$ cat src/rtl/lphs_pkg.sv
`default_nettype none

package lphs_pkg;

	// Field widths of the request and response beats.
	localparam int unsigned KEY_W    = 31;
	localparam int unsigned SLOT_W   = 4;
	localparam int unsigned OCC_W    = 5;
	localparam int unsigned STATUS_W = 2;

	// Default table size.
	localparam int unsigned TABLE_SLOTS_DEF = 16;

	// Operation codes.
	localparam logic OP_INSERT = 1'b0;
	localparam logic OP_DELETE = 1'b1;

	// Result status codes.
	typedef enum logic [STATUS_W-1:0] {
		ST_DONE      = 2'd0,
		ST_NOT_FOUND = 2'd1,
		ST_FULL      = 2'd2
	} status_t;

	// Per-slot marks.
	typedef enum logic [1:0] {
		MARK_EMPTY   = 2'd0,
		MARK_LIVE    = 2'd1,
		MARK_DELETED = 2'd2
	} mark_t;

endpackage

`default_nettype wire

$ cat src/rtl/lphs_if.sv
`default_nettype none

// Request channel: one insert or delete operation per beat.
interface lphs_req_if import lphs_pkg::*; ();
	logic             valid;
	logic             ready;
	logic             opcode;
	logic [KEY_W-1:0] key;

	modport source (output valid, output opcode, output key, input ready);
	modport sink   (input valid, input opcode, input key, output ready);
endinterface

// Response channel: one result per operation.
interface lphs_rsp_if import lphs_pkg::*; ();
	logic                valid;
	logic                ready;
	logic [STATUS_W-1:0] status;
	logic [SLOT_W-1:0]   slot;
	logic [OCC_W-1:0]    occupancy;

	modport source (output valid, output status, output slot, output occupancy, input ready);
	modport sink   (input valid, input status, input slot, input occupancy, output ready);
endinterface

`default_nettype wire

$ cat src/rtl/linear_probe_hash_set.sv
// Hash set of TABLE_SLOTS keys with open addressing and linear probing.
// The req channel carries one operation per beat: insert (store the key in the
// first empty or deleted slot from its home slot) or delete (mark the first
// live slot holding the key as deleted). The rsp channel returns one beat per
// operation with a status, the slot used and the number of live keys.
// The home slot is the key modulo TABLE_SLOTS. For a power-of-two size this is
// a mask; otherwise a reciprocal multiplication on a shared multiplier is
// done in the S_MOD state before the probe walk starts.
// The probe walk reads one slot per cycle from the slot memories through a
// registered read port. Only one operation is in flight at a time.
// After reset every slot mark is cleared to empty by a pass over all slots,
// during which req.ready stays low.
// The response sits in an output register; a new request is accepted while it
// waits, but the next result is held back until the receiver has taken it.
// A full table on insert writes nothing and reports full.
`default_nettype none

module linear_probe_hash_set import lphs_pkg::*; #(
	parameter int unsigned TABLE_SLOTS = TABLE_SLOTS_DEF
) (
	input  logic       clk,
	input  logic       arst_n,
	lphs_req_if.sink   req,
	lphs_rsp_if.source rsp
);

	localparam int unsigned LW   = $clog2(TABLE_SLOTS);
	localparam int unsigned CW   = $clog2(TABLE_SLOTS + 1);
	localparam bit          POW2 = (TABLE_SLOTS == (1 << LW));
	localparam logic [LW-1:0] LAST = LW'(TABLE_SLOTS - 1);
	localparam logic [LW-1:0] NLO  = LW'(TABLE_SLOTS);
	// Rounded-up reciprocal of the table size, scaled by 2 to the power RSH.
	localparam int unsigned RSH  = KEY_W + LW;
	localparam logic [31:0] RECIP = 32'(((64'd1 << RSH) + 64'(TABLE_SLOTS) - 64'd1)
		/ 64'(TABLE_SLOTS));

	typedef enum logic [2:0] {
		S_CLEAR,
		S_IDLE,
		S_MOD,
		S_PROBE,
		S_WRITE
	} state_t;

	state_t               state_q;
	logic                 op_q;
	logic [KEY_W-1:0]     key_q;
	logic [LW-1:0]        addr_q;
	logic [LW-1:0]        cmp_addr_q;
	logic                 rd_vld_q;
	logic [LW-1:0]        cnt_q;
	logic                 hit_q;
	logic [LW-1:0]        hit_addr_q;
	logic [1:0]           mstep_q;
	logic [KEY_W+31:0]    acc_q;
	logic [CW-1:0]        live_q;
	logic                 out_vld_q;
	status_t              status_q;
	logic [SLOT_W-1:0]    slot_q;
	logic [OCC_W-1:0]     occ_q;

	// Slot memories with a registered read port.
	mark_t                mark_mem [TABLE_SLOTS];
	logic [KEY_W-1:0]     key_mem  [TABLE_SLOTS];
	mark_t                mark_rd_q;
	logic [KEY_W-1:0]     key_rd_q;

	logic                 mark_we;
	logic [LW-1:0]        mark_wa;
	mark_t                mark_wd;
	logic                 key_we;
	logic [LW-1:0]        addr_nxt;
	logic                 hit;
	logic [15:0]          mul_b;
	logic [KEY_W+15:0]    prod;
	logic [LW-1:0]        q_lo;
	logic [LW-1:0]        rem_nxt;
	logic                 wr_go;
	logic [CW-1:0]        live_nxt;

	// Next probe address, wrapping at the end of the table.
	assign addr_nxt = (addr_q == LAST) ? '0 : addr_q + 1'b1;

	// Slot match for the data read in the previous cycle.
	always_comb begin
		if (op_q == OP_INSERT) begin
			hit = (mark_rd_q != MARK_LIVE);
		end else begin
			hit = (mark_rd_q == MARK_LIVE) && (key_rd_q == key_q);
		end
	end

	// Shared multiplier: the key times one half of the reciprocal per step.
	assign mul_b   = (mstep_q == 2'd0) ? RECIP[15:0] : RECIP[31:16];
	assign prod    = {16'b0, key_q} * {{KEY_W{1'b0}}, mul_b};
	// Low bits of the quotient give the remainder modulo the table size.
	assign q_lo    = acc_q[RSH +: LW];
	assign rem_nxt = key_q[LW-1:0] - q_lo * NLO;

	// The write-back waits until the previous response has been taken.
	assign wr_go = (state_q == S_WRITE) && (!out_vld_q || rsp.ready);

	// Live count after a successful operation.
	always_comb begin
		if (op_q == OP_INSERT) begin
			live_nxt = live_q + 1'b1;
		end else if (live_q != '0) begin
			live_nxt = live_q - 1'b1;
		end else begin
			live_nxt = live_q;
		end
	end

	// Memory write controls: the clearing pass or the write-back.
	always_comb begin
		mark_we = 1'b0;
		mark_wa = hit_addr_q;
		mark_wd = MARK_EMPTY;
		key_we  = 1'b0;
		if (state_q == S_CLEAR) begin
			mark_we = 1'b1;
			mark_wa = addr_q;
		end else if (wr_go && hit_q) begin
			mark_we = 1'b1;
			mark_wd = (op_q == OP_INSERT) ? MARK_LIVE : MARK_DELETED;
			key_we  = (op_q == OP_INSERT);
		end
	end

	// Slot memories.
	always_ff @(posedge clk) begin
		if (mark_we) begin
			mark_mem[mark_wa] <= mark_wd;
		end
		if (key_we) begin
			key_mem[hit_addr_q] <= key_q;
		end
		mark_rd_q <= mark_mem[addr_q];
		key_rd_q  <= key_mem[addr_q];
	end

	// Sequencer and output register.
	always_ff @(posedge clk or negedge arst_n) begin
		if (!arst_n) begin
			state_q    <= S_CLEAR;
			op_q       <= OP_INSERT;
			key_q      <= '0;
			addr_q     <= '0;
			cmp_addr_q <= '0;
			rd_vld_q   <= 1'b0;
			cnt_q      <= '0;
			hit_q      <= 1'b0;
			hit_addr_q <= '0;
			mstep_q    <= '0;
			acc_q      <= '0;
			live_q     <= '0;
			out_vld_q  <= 1'b0;
			status_q   <= ST_DONE;
			slot_q     <= '0;
			occ_q      <= '0;
		end else begin
			if (out_vld_q && rsp.ready && !wr_go) begin
				out_vld_q <= 1'b0;
			end
			unique case (state_q)
				S_CLEAR: begin
					addr_q <= addr_nxt;
					if (addr_q == LAST) begin
						state_q <= S_IDLE;
					end
				end
				S_IDLE: begin
					if (req.valid) begin
						op_q     <= req.opcode;
						key_q    <= req.key;
						rd_vld_q <= 1'b0;
						cnt_q    <= '0;
						if (POW2) begin
							addr_q  <= req.key[LW-1:0];
							state_q <= S_PROBE;
						end else begin
							mstep_q <= '0;
							state_q <= S_MOD;
						end
					end
				end
				S_MOD: begin
					if (mstep_q == 2'd0) begin
						acc_q   <= {16'b0, prod};
						mstep_q <= 2'd1;
					end else if (mstep_q == 2'd1) begin
						acc_q   <= acc_q + {prod, 16'b0};
						mstep_q <= 2'd2;
					end else begin
						addr_q  <= rem_nxt;
						state_q <= S_PROBE;
					end
				end
				S_PROBE: begin
					addr_q     <= addr_nxt;
					cmp_addr_q <= addr_q;
					rd_vld_q   <= 1'b1;
					if (rd_vld_q) begin
						if (hit) begin
							hit_q      <= 1'b1;
							hit_addr_q <= cmp_addr_q;
							state_q    <= S_WRITE;
						end else if (cnt_q == LAST) begin
							hit_q   <= 1'b0;
							state_q <= S_WRITE;
						end else begin
							cnt_q <= cnt_q + 1'b1;
						end
					end
				end
				S_WRITE: begin
					if (wr_go) begin
						out_vld_q <= 1'b1;
						state_q   <= S_IDLE;
						if (hit_q) begin
							status_q <= ST_DONE;
							slot_q   <= SLOT_W'(hit_addr_q);
							live_q   <= live_nxt;
							occ_q    <= OCC_W'(live_nxt);
						end else begin
							status_q <= (op_q == OP_INSERT) ? ST_FULL : ST_NOT_FOUND;
							slot_q   <= '0;
							occ_q    <= OCC_W'(live_q);
						end
					end
				end
				default: begin
					state_q <= S_IDLE;
				end
			endcase
		end
	end

	assign req.ready     = (state_q == S_IDLE);
	assign rsp.valid     = out_vld_q;
	assign rsp.status    = status_q;
	assign rsp.slot      = slot_q;
	assign rsp.occupancy = occ_q;

	// The live count can never exceed the table size.
	a_live_bound: assert property (@(posedge clk) disable iff (!arst_n)
		live_q <= CW'(TABLE_SLOTS))
		else $error("live count above table size");

	// A failed operation reports slot zero.
	a_fail_slot: assert property (@(posedge clk) disable iff (!arst_n)
		rsp.valid && rsp.status != ST_DONE |-> rsp.slot == '0)
		else $error("failed operation with non-zero slot");

	// A full table means every slot holds a live key.
	a_full_occ: assert property (@(posedge clk) disable iff (!arst_n)
		rsp.valid && rsp.status == ST_FULL |-> rsp.occupancy == OCC_W'(TABLE_SLOTS))
		else $error("table full reported below capacity");

	// A successful insert raises the live count by one.
	a_ins_count: assert property (@(posedge clk) disable iff (!arst_n)
		wr_go && hit_q && op_q == OP_INSERT |=> live_q == $past(live_q) + 1'b1)
		else $error("insert did not raise live count");

	// The probe walk ends after the last slot has been compared.
	a_walk_end: assert property (@(posedge clk) disable iff (!arst_n)
		state_q == S_PROBE && rd_vld_q && cnt_q == LAST |=> state_q == S_WRITE)
		else $error("probe walk ran past the table");

endmodule

`default_nettype wire
$ cat src/flat_wrapper.sv
// flat-port wrapper written by rule: the top's interface ports become plain ports
module linear_probe_hash_set_flat import lphs_pkg::*;
#(
	parameter int unsigned TABLE_SLOTS = TABLE_SLOTS_DEF
)
  (clk, arst_n, req_valid, req_opcode, req_key, req_ready, rsp_valid, rsp_status, rsp_slot, rsp_occupancy, rsp_ready);
  lphs_req_if req_i ();
  lphs_rsp_if rsp_i ();
  input  logic clk;
  input  logic arst_n;
  input wire logic [$bits(req_i.valid)-1:0] req_valid;
  input wire logic [$bits(req_i.opcode)-1:0] req_opcode;
  input wire logic [$bits(req_i.key)-1:0] req_key;
  output wire logic [$bits(req_i.ready)-1:0] req_ready;
  output wire logic [$bits(rsp_i.valid)-1:0] rsp_valid;
  output wire logic [$bits(rsp_i.status)-1:0] rsp_status;
  output wire logic [$bits(rsp_i.slot)-1:0] rsp_slot;
  output wire logic [$bits(rsp_i.occupancy)-1:0] rsp_occupancy;
  input wire logic [$bits(rsp_i.ready)-1:0] rsp_ready;
  assign req_i.valid = req_valid;
  assign req_i.opcode = req_opcode;
  assign req_i.key = req_key;
  assign req_ready = req_i.ready;
  assign rsp_valid = rsp_i.valid;
  assign rsp_status = rsp_i.status;
  assign rsp_slot = rsp_i.slot;
  assign rsp_occupancy = rsp_i.occupancy;
  assign rsp_i.ready = rsp_ready;
  linear_probe_hash_set #(.TABLE_SLOTS(TABLE_SLOTS)) u_core (.clk(clk), .arst_n(arst_n), .req(req_i), .rsp(rsp_i));
endmodule
$ cat config.mk
export PLATFORM = sky130hd
export DESIGN_NAME = linear_probe_hash_set_flat
export DESIGN_NICKNAME = d
export VERILOG_FILES = /design/src/rtl/lphs_pkg.sv /design/src/rtl/lphs_if.sv /design/src/rtl/linear_probe_hash_set.sv /design/src/flat_wrapper.sv
export SDC_FILE = /design/constraint.sdc
export NUM_CORES = 1
export LEC_CHECK = 0
export BUFFER_PORTS_ARGS = -buffer_cell sky130_fd_sc_hd__buf_2
export CORE_UTILIZATION = 50
export CTS_CLUSTER_DIAMETER = 50
export DETAILED_ROUTE_END_ITERATION = 8
export HOLD_SLACK_MARGIN = 0.15
export PLACE_DENSITY = 0.66
export SYNTH_ARGS = -nofsm -noshare
export SYNTH_HDL_FRONTEND = slang
export SYNTH_SLANG_ARGS = --single-unit
$ cat constraint.sdc
create_clock -name clk -period 5.35 [get_ports clk]
set_input_delay 1.07 -clock clk [delete_from_list [all_inputs] [get_ports clk]]
set_output_delay 1.07 -clock clk [all_outputs]
set_load 0.05 [all_outputs]
After elaboration in Yosys (flattened, before gate mapping)
Memory sizes are Yosys's and may differ from the RTL's. A register that Yosys moved wholly into a read port is not among the register bits. Index checks and enable logic that the tools add are counted.

Register bits after elaboration: 67. RAM bits: 528. Input port bits: 36. Logic and storage cells: 113. Memories: 2.

Memories: u_core.key_mem (depth 16, width 31, read ports 1, clocked after Yosys merged registers in 1, write ports 1, line linear_probe_hash_set.sv:64) `logic [KEY_W-1:0] key_mem [TABLE_SLOTS];`; u_core.mark_mem (depth 16, width 2, read ports 1, clocked after Yosys merged registers in 1, write ports 1, line linear_probe_hash_set.sv:63) `mark_t mark_mem [TABLE_SLOTS];`.

Add/subtract/negate cells: 4. Equality and inequality tests: 20. Multiplexer cells: 46. Bitwise operators: 1. Reductions and logical operators: 26.

Operators by type and width (count): 4-bit two-way mux (10); 31-bit == test (1); 3-bit two-way mux (8); 1-bit two-way mux (15); 3-bit one-hot mux with 5 select lines (1); 2-bit two-way mux (7); 2-bit inequality test (second input constant) (6); 4-bit one-hot mux with 3 select lines (1); 5-bit two-way mux (2); 4-bit by 1-bit adder with 4-bit output (second input constant) (2); 4-bit == test (second input constant) (2); 2-bit by 1-bit inequality test with 1-bit output (second input constant) (4); 4-bit one-hot mux with 2 select lines (1); 2-bit AND reduction (4); 4-bit AND reduction (2); 7-bit AND reduction (1); 3-bit by 2-bit == test with 1-bit output (second input constant) (2); 3-bit AND reduction (2); 2-bit nonzero test (3); 5-bit by 1-bit adder with 5-bit output (second input constant) (1); 1-bit logical AND (5); 5-bit AND reduction (1); 5-bit nonzero test (1); 5-bit by 1-bit subtractor with 5-bit output (second input constant) (1); 12 further kinds (14).

Longest topological paths before layout
Gate-level depths: netlist of the first run.

Depth in word-level cells: 8. Depth in mapped cells: 9. Depth with buffers taken out: 8.

Least setup slack after synthesis of the first run
No wires, ideal clock.

Path type: input port to flip-flop. From: in rsp_ready. To: mem u_core.key_mem[3][0], enable pin. Setup time: 458 ps. Arrival: 4407 ps. Data required time: 4892 ps. Path slack: 485 ps. Stages: 5. Path buffers: 0. Cells stage by stage: nand2b_1 -> nand4_2 -> nor2_1 -> nand3_1 -> nor3_1.

Cells in the longest elaborated chain, start to end: 7.

RTL lines: start, declared (line flat_wrapper.sv:19) `input wire logic [$bits(rsp_i.ready)-1:0] rsp_ready;`; 1-bit logical OR (line linear_probe_hash_set.sv:101) `assign wr_go = (state_q == S_WRITE) && (!out_vld_q || rsp.ready);`; 1-bit logical AND (line linear_probe_hash_set.sv:101); 1-bit logical AND (line linear_probe_hash_set.sv:123) `end else if (wr_go && hit_q) begin`; 1-bit two-way mux (line linear_probe_hash_set.sv:123); 1-bit two-way mux (line linear_probe_hash_set.sv:120) `if (state_q == S_CLEAR) begin`; 1-bit two-way mux (line linear_probe_hash_set.sv:135) `if (key_we) begin`; 1-bit two-way mux (implied by the code) (line linear_probe_hash_set.sv:136) `key_mem[hit_addr_q] <= key_q;`; end, declared (line linear_probe_hash_set.sv:64).

Every way passes these cells.

Worst setup path after layout of the first run
From: reg u_core.state_q[0]. To: mem u_core.key_mem[15][16], enable pin.

Cells in the longest elaborated chain, start to end: 7.

RTL lines: start, declared (line linear_probe_hash_set.sv:45) `state_t state_q;`; start signal, assigned (line linear_probe_hash_set.sv:145) `state_q <= S_CLEAR;`; start signal, assigned (line linear_probe_hash_set.sv:169) `state_q <= S_IDLE;`; start signal, assigned (line linear_probe_hash_set.sv:180) `state_q <= S_PROBE;`; 3-bit == test (line linear_probe_hash_set.sv:101); 1-bit logical AND (line linear_probe_hash_set.sv:101); 1-bit logical AND (line linear_probe_hash_set.sv:123); 1-bit two-way mux (line linear_probe_hash_set.sv:123); 1-bit two-way mux * (line linear_probe_hash_set.sv:120); 1-bit two-way mux * (line linear_probe_hash_set.sv:135); 1-bit two-way mux (implied by the code) * (line linear_probe_hash_set.sv:136).

Mark *: on every way between the ends. The rest lies on a longest branch, timed or not.

==> results of run 1 <==
-- routing by layer --
layer | wire (microns) | vias to the layer above | GRT usage, %
li1 | - | 5528 | -
met1 | 23200 | 6450 | 30.5
met2 | 24900 | 360 | 34.7
met3 | 2640 | 88 | 3.28
met4 | 1270 | 0 | 7.43
met5 | 0 | - | 0
-- critical path, stage by stage (launching register included) --
cell and delay (ps):
sky130_fd_sc_hd__dfrtp_1 610, sky130_fd_sc_hd__nor2_4 250, sky130_fd_sc_hd__nand4_2 260, sky130_fd_sc_hd__nor2_1 410, sky130_fd_sc_hd__nand3_1 360, sky130_fd_sc_hd__nor2_4 1060
-- synthesized netlist by cell type (all sizes together) --
master     n  area, sq um
a32oi      4         35.0
nor4       9         62.6
o31ai      3         22.5
buf       47          253
fa         1         20.0
a31oi      5         31.3
a21oi      7         35.0
xnor2      2         17.5
dfxtp     33          661
a21o       3         23.8
a211oi     2         20.0
a221oi    67          587
or2b       1         7.51
nor2b      6         37.5
a21boi     1         7.51
and2b      1         7.51
o221ai     3         26.3
a22oi     32          240
mux4      66         1490
nand2     65          244
o21a       2         15.0
nand4      4         31.3
or4        3         22.5
dfrtp     67         1680
o2111ai    2         17.5
xor2      35          307
a31o       1         8.76
o31a       1         8.76
mux2      36          420
and3       2         12.5
a221o      1         10.0
o21ai     50          250
mux2i    134         1340
ha         5         62.6
nand3     10         50.1
edfxtp   528        15900
clkbuf    24         90.1
nor3      10         50.1
nor2      49          191
nand3b     1         7.51
inv       14         52.6
nand2b     7         43.8
o22ai      1         12.5
and2       2         12.5
-- power groups by stage --
stage	Sequential [mW]	Clock, mW	Combinational [mW]
2_1_floorplan	6.98	0	2.99
3_3_place_gp	7.31	0	4.04
3_5_place_dp	7.35	0	4.06
4_1_cts	7.25	4.95	4.09
5_1_grt	7.35	5.14	4.40
6_report	7.25	4.88	4.05
-- per-stage QoR --
stage	cells	hold WS (ps)	worst slack (ps)	utilization, %	cell area, sq um
after floorplan	1347	441	485	-	24400
after global placement	1959	458	1550	52.9	25400
after detailed placement	1959	458	1480	52.9	25400
after CTS	2082	470	2000	57.9	27700
after global routing	2082	479	1750	57.9	27700
final	2082	466	1960	57.9	27700
-- how the worst max path moves through the flow --
stage / to
finish: u_core.key_mem[15][16]
global placement: u_core.key_mem[7][12]
CTS: u_core.key_mem[7][18]
global route: u_core.key_mem[7][13]
detailed placement: u_core.key_mem[7][12]
floorplan: u_core.key_mem[3][0]
-- cell families after synthesis --
logic type	count (synthesis)	share of synthesized area, %
and+or+nand+nor	170	3.20
DFF	628	74.6
muxes	236	13.3
adders and majority gates	6	0.339
buffers and inverters	85	1.62
xor gates and xnor gates	37	1.33
AOI/OAI and AO/OA	185	5.54
-- placed cells by master (no fill, tap or decap), types with 19 or more instances in the layout --
cell type and n:
sky130_fd_sc_hd__o21ai_0 50, sky130_fd_sc_hd__dfrtp_1 64, sky130_fd_sc_hd__mux2i_1 134, sky130_fd_sc_hd__a22oi_1 32, sky130_fd_sc_hd__edfxtp_1 528, sky130_fd_sc_hd__nor2_1 34
sky130_fd_sc_hd__mux2_2 32, sky130_fd_sc_hd__mux4_2 66, sky130_fd_sc_hd__a221oi_1 67, sky130_fd_sc_hd__clkbuf_16 73, sky130_fd_sc_hd__buf_2 47, sky130_fd_sc_hd__nand2_1 65
sky130_fd_sc_hd__dfxtp_1 33, sky130_fd_sc_hd__xor2_1 35, sky130_fd_sc_hd__clkbuf_1 19
-- area by class of cell --
cell class	instances	area (sq um)	area share, %
clock buffers	98	1980	7.14
clock inverters	25	378	1.36
inverters	14	52.6	0.189
multi-input cells	634	5910	21.3
flip-flops and latches	628	18200	65.6
well taps	615	769	2.77
repair buffers	68	443	1.60
-- sequential cells by signal, summed over array words and instances, names as in the netlist, 2 cells and up --
signal,count
u_core.hit_addr_q,4
u_core.mark_mem,32
u_core.rsp.slot,4
u_core.key_rd_q,31
u_core.rsp.status,2
u_core.addr_q,4
u_core.live_q,5
u_core.state_q,3
u_core.cmp_addr_q,4
u_core.key_q,31
u_core.mark_rd_q,2
u_core.key_mem,496
u_core.mstep_q,2
u_core.cnt_q,4
==> impl.org, run 1 <==
** Status
- Run status :: complete, no violations

** Clock network
- Clock latency on the worst-skew pair, taken at its later pin, is 580 ps.
- TritonCTS built the clock tree.
- Clock transition time at the flip-flop clock pins of the worst setup and hold paths :: 60 ps
- Number of H-tree levels :: 3
- Resized Gates After CTS :: 0
- TritonCTS buffer count :: between 60 and 70
- Counting every sink on the clock net gives 628.
- # hold bufs at CTS :: 0
- Root buf cell :: sky130_fd_sc_hd__clkbuf_16
- Buffers added to address setup during post-CTS repair amount to 0.
- No sink is reached through more buffers than the 3 on the longest clock path.

** Power
- Of the total power, the share spent switching nets is 31.8%.
- Sequential cells account for around 45% of the total power.
- Internal power comes to 11.0 mW.
- In this run the power density over the cells is 583 nW/um^2.
- Relative contribution of combinational cells to total power :: 25.0%
- Clock power share :: 30.1%
- Worst IR Drop VDD :: 0.461 mV
- Overall power consumption after layout is estimated at 16.2 mW.
- Leakage power figure :: 9.61 nW
- Power spent charging and discharging nets :: 5.15 mW

** Timing
- Worst clock skew :: ~17 ps
- After layout, the minimum clock period comes to 3390 ps.
- Peak Freq :: 295 MHz
- Unrepaired setup endpoints after global routing :: false
- Setup violations remaining at the end of the flow were counted as 0.
- The number of hold violations in the final report is 0.
- Max_slew headroom :: 14.6%
- Final Cycle Share :: 63.4%
- Total negative slack :: 0 ps
- Slew of the pin with the lowest slew margin :: roughly 1300 ps
- Max-slew violation count :: 0

** Final layout
- Fill cells in the final layout number 3486.
- Final layout net count :: 1455
- Synthesis-to-layout area growth :: 13.8%
- Fraction of layout cells with a size suffix above 1 :: 20.4%
- Diodes inserted :: 0

** Synthesis
- Counting distinct cell types in the post-synthesis netlist gives 54.
- For this run, the register share of the synthesized area comes to 74.6%.
- Number of instances in the synthesized netlist :: approximately 1300
- Syn. warnings :: 0
- Synthesized area per cell :: 18.1 sq um
- Flop and latch count out of synthesis :: 628
- The cell area that synthesis handed to floorplanning was about 24000 sq um.
- Post-Synthesis Net Count :: 1389

** Floorplanning
- Die height :: 223 microns
- After floorplanning, the core was sized to cover 47900 sq um.
- Number of ports placed on the die boundary :: 49
- The floorplan has 80 rows.
- The die is 223 microns wide.
- The floorplan step defined a die boundary enclosing just under 50000 sq um.
- Initial Util :: 50.8%

** Min path
- Cells on Worst Hold Path :: 1
- Startpoint of the most critical hold path :: u_core.mstep_q[0]
- Min-Delay Path Class :: reg -> reg
- For hold timing, the worst endpoint is u_core.mstep_q[0].

** Worst setup path
- The endpoint identified for the worst register-to-register timing path is u_core.key_mem[15][16].
- Worst-case reg-to-reg path depth :: 5
- In this run the worst path has a maximum fanout of 31.
- Worst Setup Path Type :: reg -> reg
- In this run the critical register-to-register path is launched from u_core.state_q[0].
- At the worst endpoint, the arrival time is 3570 ps.
- Timing startpoint of the critical path :: u_core.state_q[0]
- Setup slack on the worst reg-to-reg path comes out at 1960 ps.
- Data on the critical path is required at its endpoint by 5530 ps.
- The worst setup path is launched from a flip-flop.
- Crit path capture type :: flip-flop

** Place
- In this run the tool buffered the top-level ports with 48 buffer cells.
- Weighted congestion reported at the end of routability-driven placement :: 0.778
- Detailed placement ended at an HPWL of 28300 microns.

** Detailed routing
- Post-route DRC violation count :: 0
- Via count :: around 12000
- Dividing the detail-routed via count by the number of cells gives 5.97.
- Dividing the detail-routed wire length by the instance count gives 25.0 microns.
- Final ANT Viol Nets :: 0
- Total wirelength of the detailed-routed design :: 52000 microns
- The pre-antenna-repair detailed-routing pass consisted of 5 iterations.
- Drt first-iter violations :: 1043

** Global route
- Congestion Overflow GR :: 0
- Entering global routing, the biggest net connects 97 pins.
- The number of global-route vias before repair was ~13000.
- In the global route stage, overall resource usage came out at a little over a fifth.
- The initial antenna violation count was 1.
- Wire length of the first global-routing pass :: 79800 microns

** Job
- Across the run, the number of max-cap violations was 0.
Power figures use the tool's default switching activity.
==> run 2, diff against run 1 <==
--- a/config.mk
+++ b/config.mk
@@ -5,12 +5,13 @@
 export SDC_FILE = /design/constraint.sdc
 export NUM_CORES = 1
 export LEC_CHECK = 0
+export ABC_AREA = 1
 export BUFFER_PORTS_ARGS = -buffer_cell sky130_fd_sc_hd__buf_2
 export CORE_UTILIZATION = 50
 export CTS_CLUSTER_DIAMETER = 50
 export DETAILED_ROUTE_END_ITERATION = 8
 export HOLD_SLACK_MARGIN = 0.15
-export PLACE_DENSITY = 0.66
+export PLACE_DENSITY = 0.68
 export SYNTH_ARGS = -nofsm -noshare
 export SYNTH_HDL_FRONTEND = slang
 export SYNTH_SLANG_ARGS = --single-unit
==> constraint.sdc (replaced) <==
create_clock -name clk -period 3.1 [get_ports clk]
set_input_delay 0.62 -clock clk [delete_from_list [all_inputs] [get_ports clk]]
set_output_delay 0.62 -clock clk [all_outputs]
set_load 0.05 [all_outputs]
==> run 2 against run 1 <==
Effect of this change: clock skew grew 5.1 ps; count of clock-buffer cells in the layout shrank 6; first-iteration DRC count grew 71%; combinational power grew 130%; non-clock buffer count grew 63; clock power grew 55%; global-route usage grew 4.6 points; critical endpoint is now u_core.key_mem[13][3].
==> impl.org, run 2 <==
** Timing
- After layout, the worst path uses between 80% and 90% of the clock period.
- Post-layout minimum cycle time :: 2700 ps
- Setup violations remaining at the end of the flow were counted as 0.
- In the post-route analysis, the smallest setup slack over all paths is approximately 400 ps.
- Slew of the pin with the lowest slew margin :: 764 ps
- Peak Freq :: ~370 MHz
- Max-slew violation count :: 0
- Summed over all failing endpoints, the final setup total negative slack is 0 ps.
- The number of hold violations in the final report came to 0.
- On the final layout, the worst clock skew is 21.7 ps.
- Max_slew headroom :: 49.0%
- Unrepaired setup endpoints after global routing :: false

** Synthesis
- Yosys instantiated no cell more often than sky130_fd_sc_hd__edfxtp_1.
- Sequential cells were found to cover 73.8% of the synthesized design area.
- In this run, synthesis inferred 528 flip-flops with an integrated enable.
- Syn. warnings :: 0
- The netlist uses 38 different library cells.
- In the synthesized netlist, the number of instances is 2010.
- Most area-hungry cell type in the Yosys netlist :: sky130_fd_sc_hd__edfxtp_1
- Counting every net in the synthesized netlist gives 2052.
- Averaged over all synthesized cells, the footprint is 12.3 sq um.
- Top post-synthesis cells by count :: sky130_fd_sc_hd__edfxtp_1 (528), sky130_fd_sc_hd__nand2_1 (417), sky130_fd_sc_hd__o21ai_0 (209)
- In this run the cell area of the synthesized design comes to roughly 25000 sq um.
- After synthesis the netlist holds a flip-flop and latch count of between 600 and 700.
- Fraction of synthesized cell area taken by the top area cell type :: 64.3%
- Sorting the synthesized cells by area gives the leading types as sky130_fd_sc_hd__edfxtp_1 (64%), sky130_fd_sc_hd__dfrtp_1 (6.8%), sky130_fd_sc_hd__nand2_1 (6.4%), sky130_fd_sc_hd__o21ai_0 (4.2%), sky130_fd_sc_hd__nor2_1 (3.0%).
- Proportion of synthesized flip-flops having asynchronous set or reset :: 10.7%
- Leading register cell type out of synthesis :: sky130_fd_sc_hd__edfxtp_1

** Floorplanning
- CORE AREA :: 48100 sq um
- Number of ports placed on the die boundary :: 49
- Die height :: 224 microns
- Standard-cell rows :: 80
- Initial Util :: 51.2%
- The die covers ~50000 sq um.
- The floorplan step set the die width to 224 microns.

** Detailed routing
- The pre-antenna-repair detailed-routing pass consisted of 5 iterations.
- The count of nets left with antenna violations once routing finished came out at 0.
- Total wirelength of the detailed-routed design :: ~65000 microns
- In the final routed layout, each cell accounts on average for 23.0 microns.
- For this run, design rule violations remaining after detail routing come to 0.
- Drt first-iter violations :: between 1500 and 2000
- The routed layout has 16300 vias.
- Via count normalized by instance count :: 5.79

** Worst setup path
- Nature of the critical path startpoint :: flip-flop
- Worst Setup Path Type :: reg -> reg
- Worst path bufs/invs :: 2
- Among cell families on the critical path, the largest total delay comes from simple AND/OR/NAND/NOR gates.
- STA puts the critical path data required time at roughly 3400 ps.
- Worst-case register-to-register setup slack :: 400 ps
- The startpoint identified for the worst register-to-register timing path is u_core.state_q[1].
- In this design, the stage delay of the slowest critical-path cell is about 440 ps.
- Sequence of cells on the critical path :: nor3_2 -> nand2_2 -> nor2_2 -> inv_1 -> nor2_4 -> nand3_1 -> nor2_4 -> buf_12
- Counting cells, the worst reg-to-reg path comes to 8.
- Endpoint of the lowest-slack register-to-register path :: u_core.key_mem[13][3]
- For the worst setup path, the data arrival time is 2980 ps.
- Most used cell, CP :: sky130_fd_sc_hd__nor2_4
- Worst-path maximum fanout :: 21
- Critical Path Slowest Stage Cell :: sky130_fd_sc_hd__nor2_4
- STA classifies the critical path endpoint as a flip-flop.

** Power
- Of the total power, the clock network draws 26.6%.
- Portion of total power attributed to sequential cells :: 41.2%
- Across the VDD grid, the largest voltage drop is 0.675 mV.
- Net switching is 37.6% of the power.
- Of the total power, combinational logic draws 32.2%.
- Dividing total power by cell area gives a power density of 1000 nW/um^2.
- Leakage power figure :: slightly above 10 nW
- Internal portion of total power :: about 18 mW
- For this design the total switching power over the nets is between 10 and 15 mW.

** Global route
- Met2 usage :: 43.2%
- In the global route stage, met1 resource usage came out at 34.0%.
- In this run the most used layer during global routing was met2.
- Via count of the first global-routing pass :: 16300
- The initial antenna violation count is 0.
- In the global route stage, met3 resource usage came out at under 10%.
- Global routing finished with a remaining overflow of 0.
- Wire length of the first global-routing pass :: 97300 microns
- Entering global routing, the biggest net connects 142 pins.
- GRT Resource Usage Total :: 26.3%

** Clock network
- Clock transition time at the flip-flop clock pins of the worst setup and hold paths :: 60 ps
- Clock insertion delay at the later pin of the skew report :: 590 ps
- Clk sink count :: between 600 and 700
- Number of H-tree levels :: 3
- TritonCTS built the clock tree.
- Counting the buffers created by CTS gives 66.
- Clock Tree Buf Depth :: 3
- Root buf cell :: sky130_fd_sc_hd__clkbuf_16

** Min path
- Startpoint of the most critical hold path :: req_key[30]
- Counting instances, the worst hold path has a depth of 3.
- Min-Delay Path Class :: in -> reg
- Hold EP :: u_core.key_q[30]

** Place
- HPWL after DPL :: 38300 microns
- Buffers placed on the I/O ports in this run total 48.
- Weighted congestion reported at the end of routability-driven placement :: 0.833
- Placed Instance Area :: 26300 sq um
- At the placement stage, the worst setup path has a slack of between 300 and 400 ps.

** Final layout
- Leaving out fill and tap cells, the most frequent cells in the layout are sky130_fd_sc_hd__edfxtp_1 (528), sky130_fd_sc_hd__nand2_1 (416), sky130_fd_sc_hd__o21ai_0 (209).
- Final layout net count :: between 2000 and 2500
- Number of flip-flops in the largest register :: just under 500
- Layout fillers :: 3795
- Summed area of non-filler cells in the final layout :: 28300 sq um
- The largest registers in the layout are u_core.key_mem: 496 flops, u_core.mark_mem: 32 flops.
- Relative to the synthesized area, the layout overhead comes to 14.9%.
- 0 antenna diodes ended up in the layout.
- Largest register by flop count :: u_core.key_mem
- Cells with a size suffix above 1 make up between 10% and 20% of the layout.
- Leading cell type in the layout, fill and taps excluded :: sky130_fd_sc_hd__edfxtp_1

** Status
- Run status :: complete, no violations

** Job
- Max-cap violations in this run came to 0.
run 2: cell count changes after synthesis, sizes merged, moves of 76 or more:
| cell | before | now |
|---|---|---|
| nand2 | 65 | 423 |
| mux2i | 134 | 1 |
| inv | 14 | 98 |
| nor2 | 49 | 200 |
| o21ai | 50 | 223 |
| a21oi | 7 | 83 |
run 2: cells by family after synthesis:
family / count (synthesis) / share of synthesized area [%]
xor gates and xnor gates: 13 / 0.462
DFF: 628 / 73.8
buffers and inverters: 207 / 3.40
adders and majority gates: 6 / 0.335
muxes: 1 / 0.0406
and+or+nand+nor: 737 / 12.1
AOI/OAI and AO/OA: 418 / 9.79
run 2: timing repair:
| action | CTS | global route |
|---|---|---|
| endpoints found under the setup margin | 0 | 0 |
| resized for setup | 0 | 0 |
| setup buffers | 0 | 0 |
| hold endpoints to repair | 47 | 0 |
| hold buffers | 1 | 0 |
run 2: worst reg2reg max path: stages (launching register included):
cell	delay [ps]
sky130_fd_sc_hd__dfrtp_1	430
sky130_fd_sc_hd__nor3_2	260
sky130_fd_sc_hd__nand2_2	180
sky130_fd_sc_hd__nor2_2	190
sky130_fd_sc_hd__inv_1	170
sky130_fd_sc_hd__nor2_4	140
sky130_fd_sc_hd__nand3_1	340
sky130_fd_sc_hd__nor2_4	450
sky130_fd_sc_hd__buf_12	230
run 2: power groups by stage:
stage / Sequential (mW) / Combinational [mW] / Clock, mW
6_report: 11.7 / 9.15 / 7.56
5_1_grt: 11.8 / 10.0 / 7.94
4_1_cts: 11.7 / 9.12 / 7.61
3_5_place_dp: 11.9 / 9.04 / 0
3_3_place_gp: 11.8 / 8.85 / 0
2_1_floorplan: 11.9 / 5.15 / 0
run 2: layer usage:
layer | vias up | routed length, microns
li1 | 7397 | -
met1 | 7975 | 25200
met2 | 742 | 31300
met3 | 143 | 5090
met4 | 0 | 3150
met5 | - | 0
run 2: stage by stage:
stage	hold slack [ps]	utilization [%]	instances	total power, mW
after floorplan	324	-	2010	17.1
after global placement	472	54.5	2690	20.7
after detailed placement	487	54.5	2690	20.9
after CTS	199	58.8	2810	28.5
after global routing	229	58.8	2810	29.8
final	223	58.8	2810	28.4
run 2: layout make-up:
type                            count  area (sq um)  share of cell area (%)
Tap cell                          656           821                    2.90
Inverter                          101           384                    1.36
Clock buffer                       92          1900                    6.69
Multi-Input combinational cell   1175          5740                    20.3
Sequential cell                   628         18200                    64.2
Timing Repair Buffer              131          1120                    3.95
Clock inverter                     27           171                   0.605
run 2: worst max path at each step:
stage	start	to	cells after the start
global route	u_core.state_q[1]	u_core.key_mem[13][20]	8
floorplan	u_core.rsp.valid	u_core.key_mem[10][0]	7
global placement	rsp_ready	u_core.key_mem[13][13]	10
finish	u_core.state_q[1]	u_core.key_mem[13][3]	8
detailed placement	rsp_ready	u_core.key_mem[13][10]	10
CTS	u_core.state_q[1]	u_core.key_mem[13][20]	8
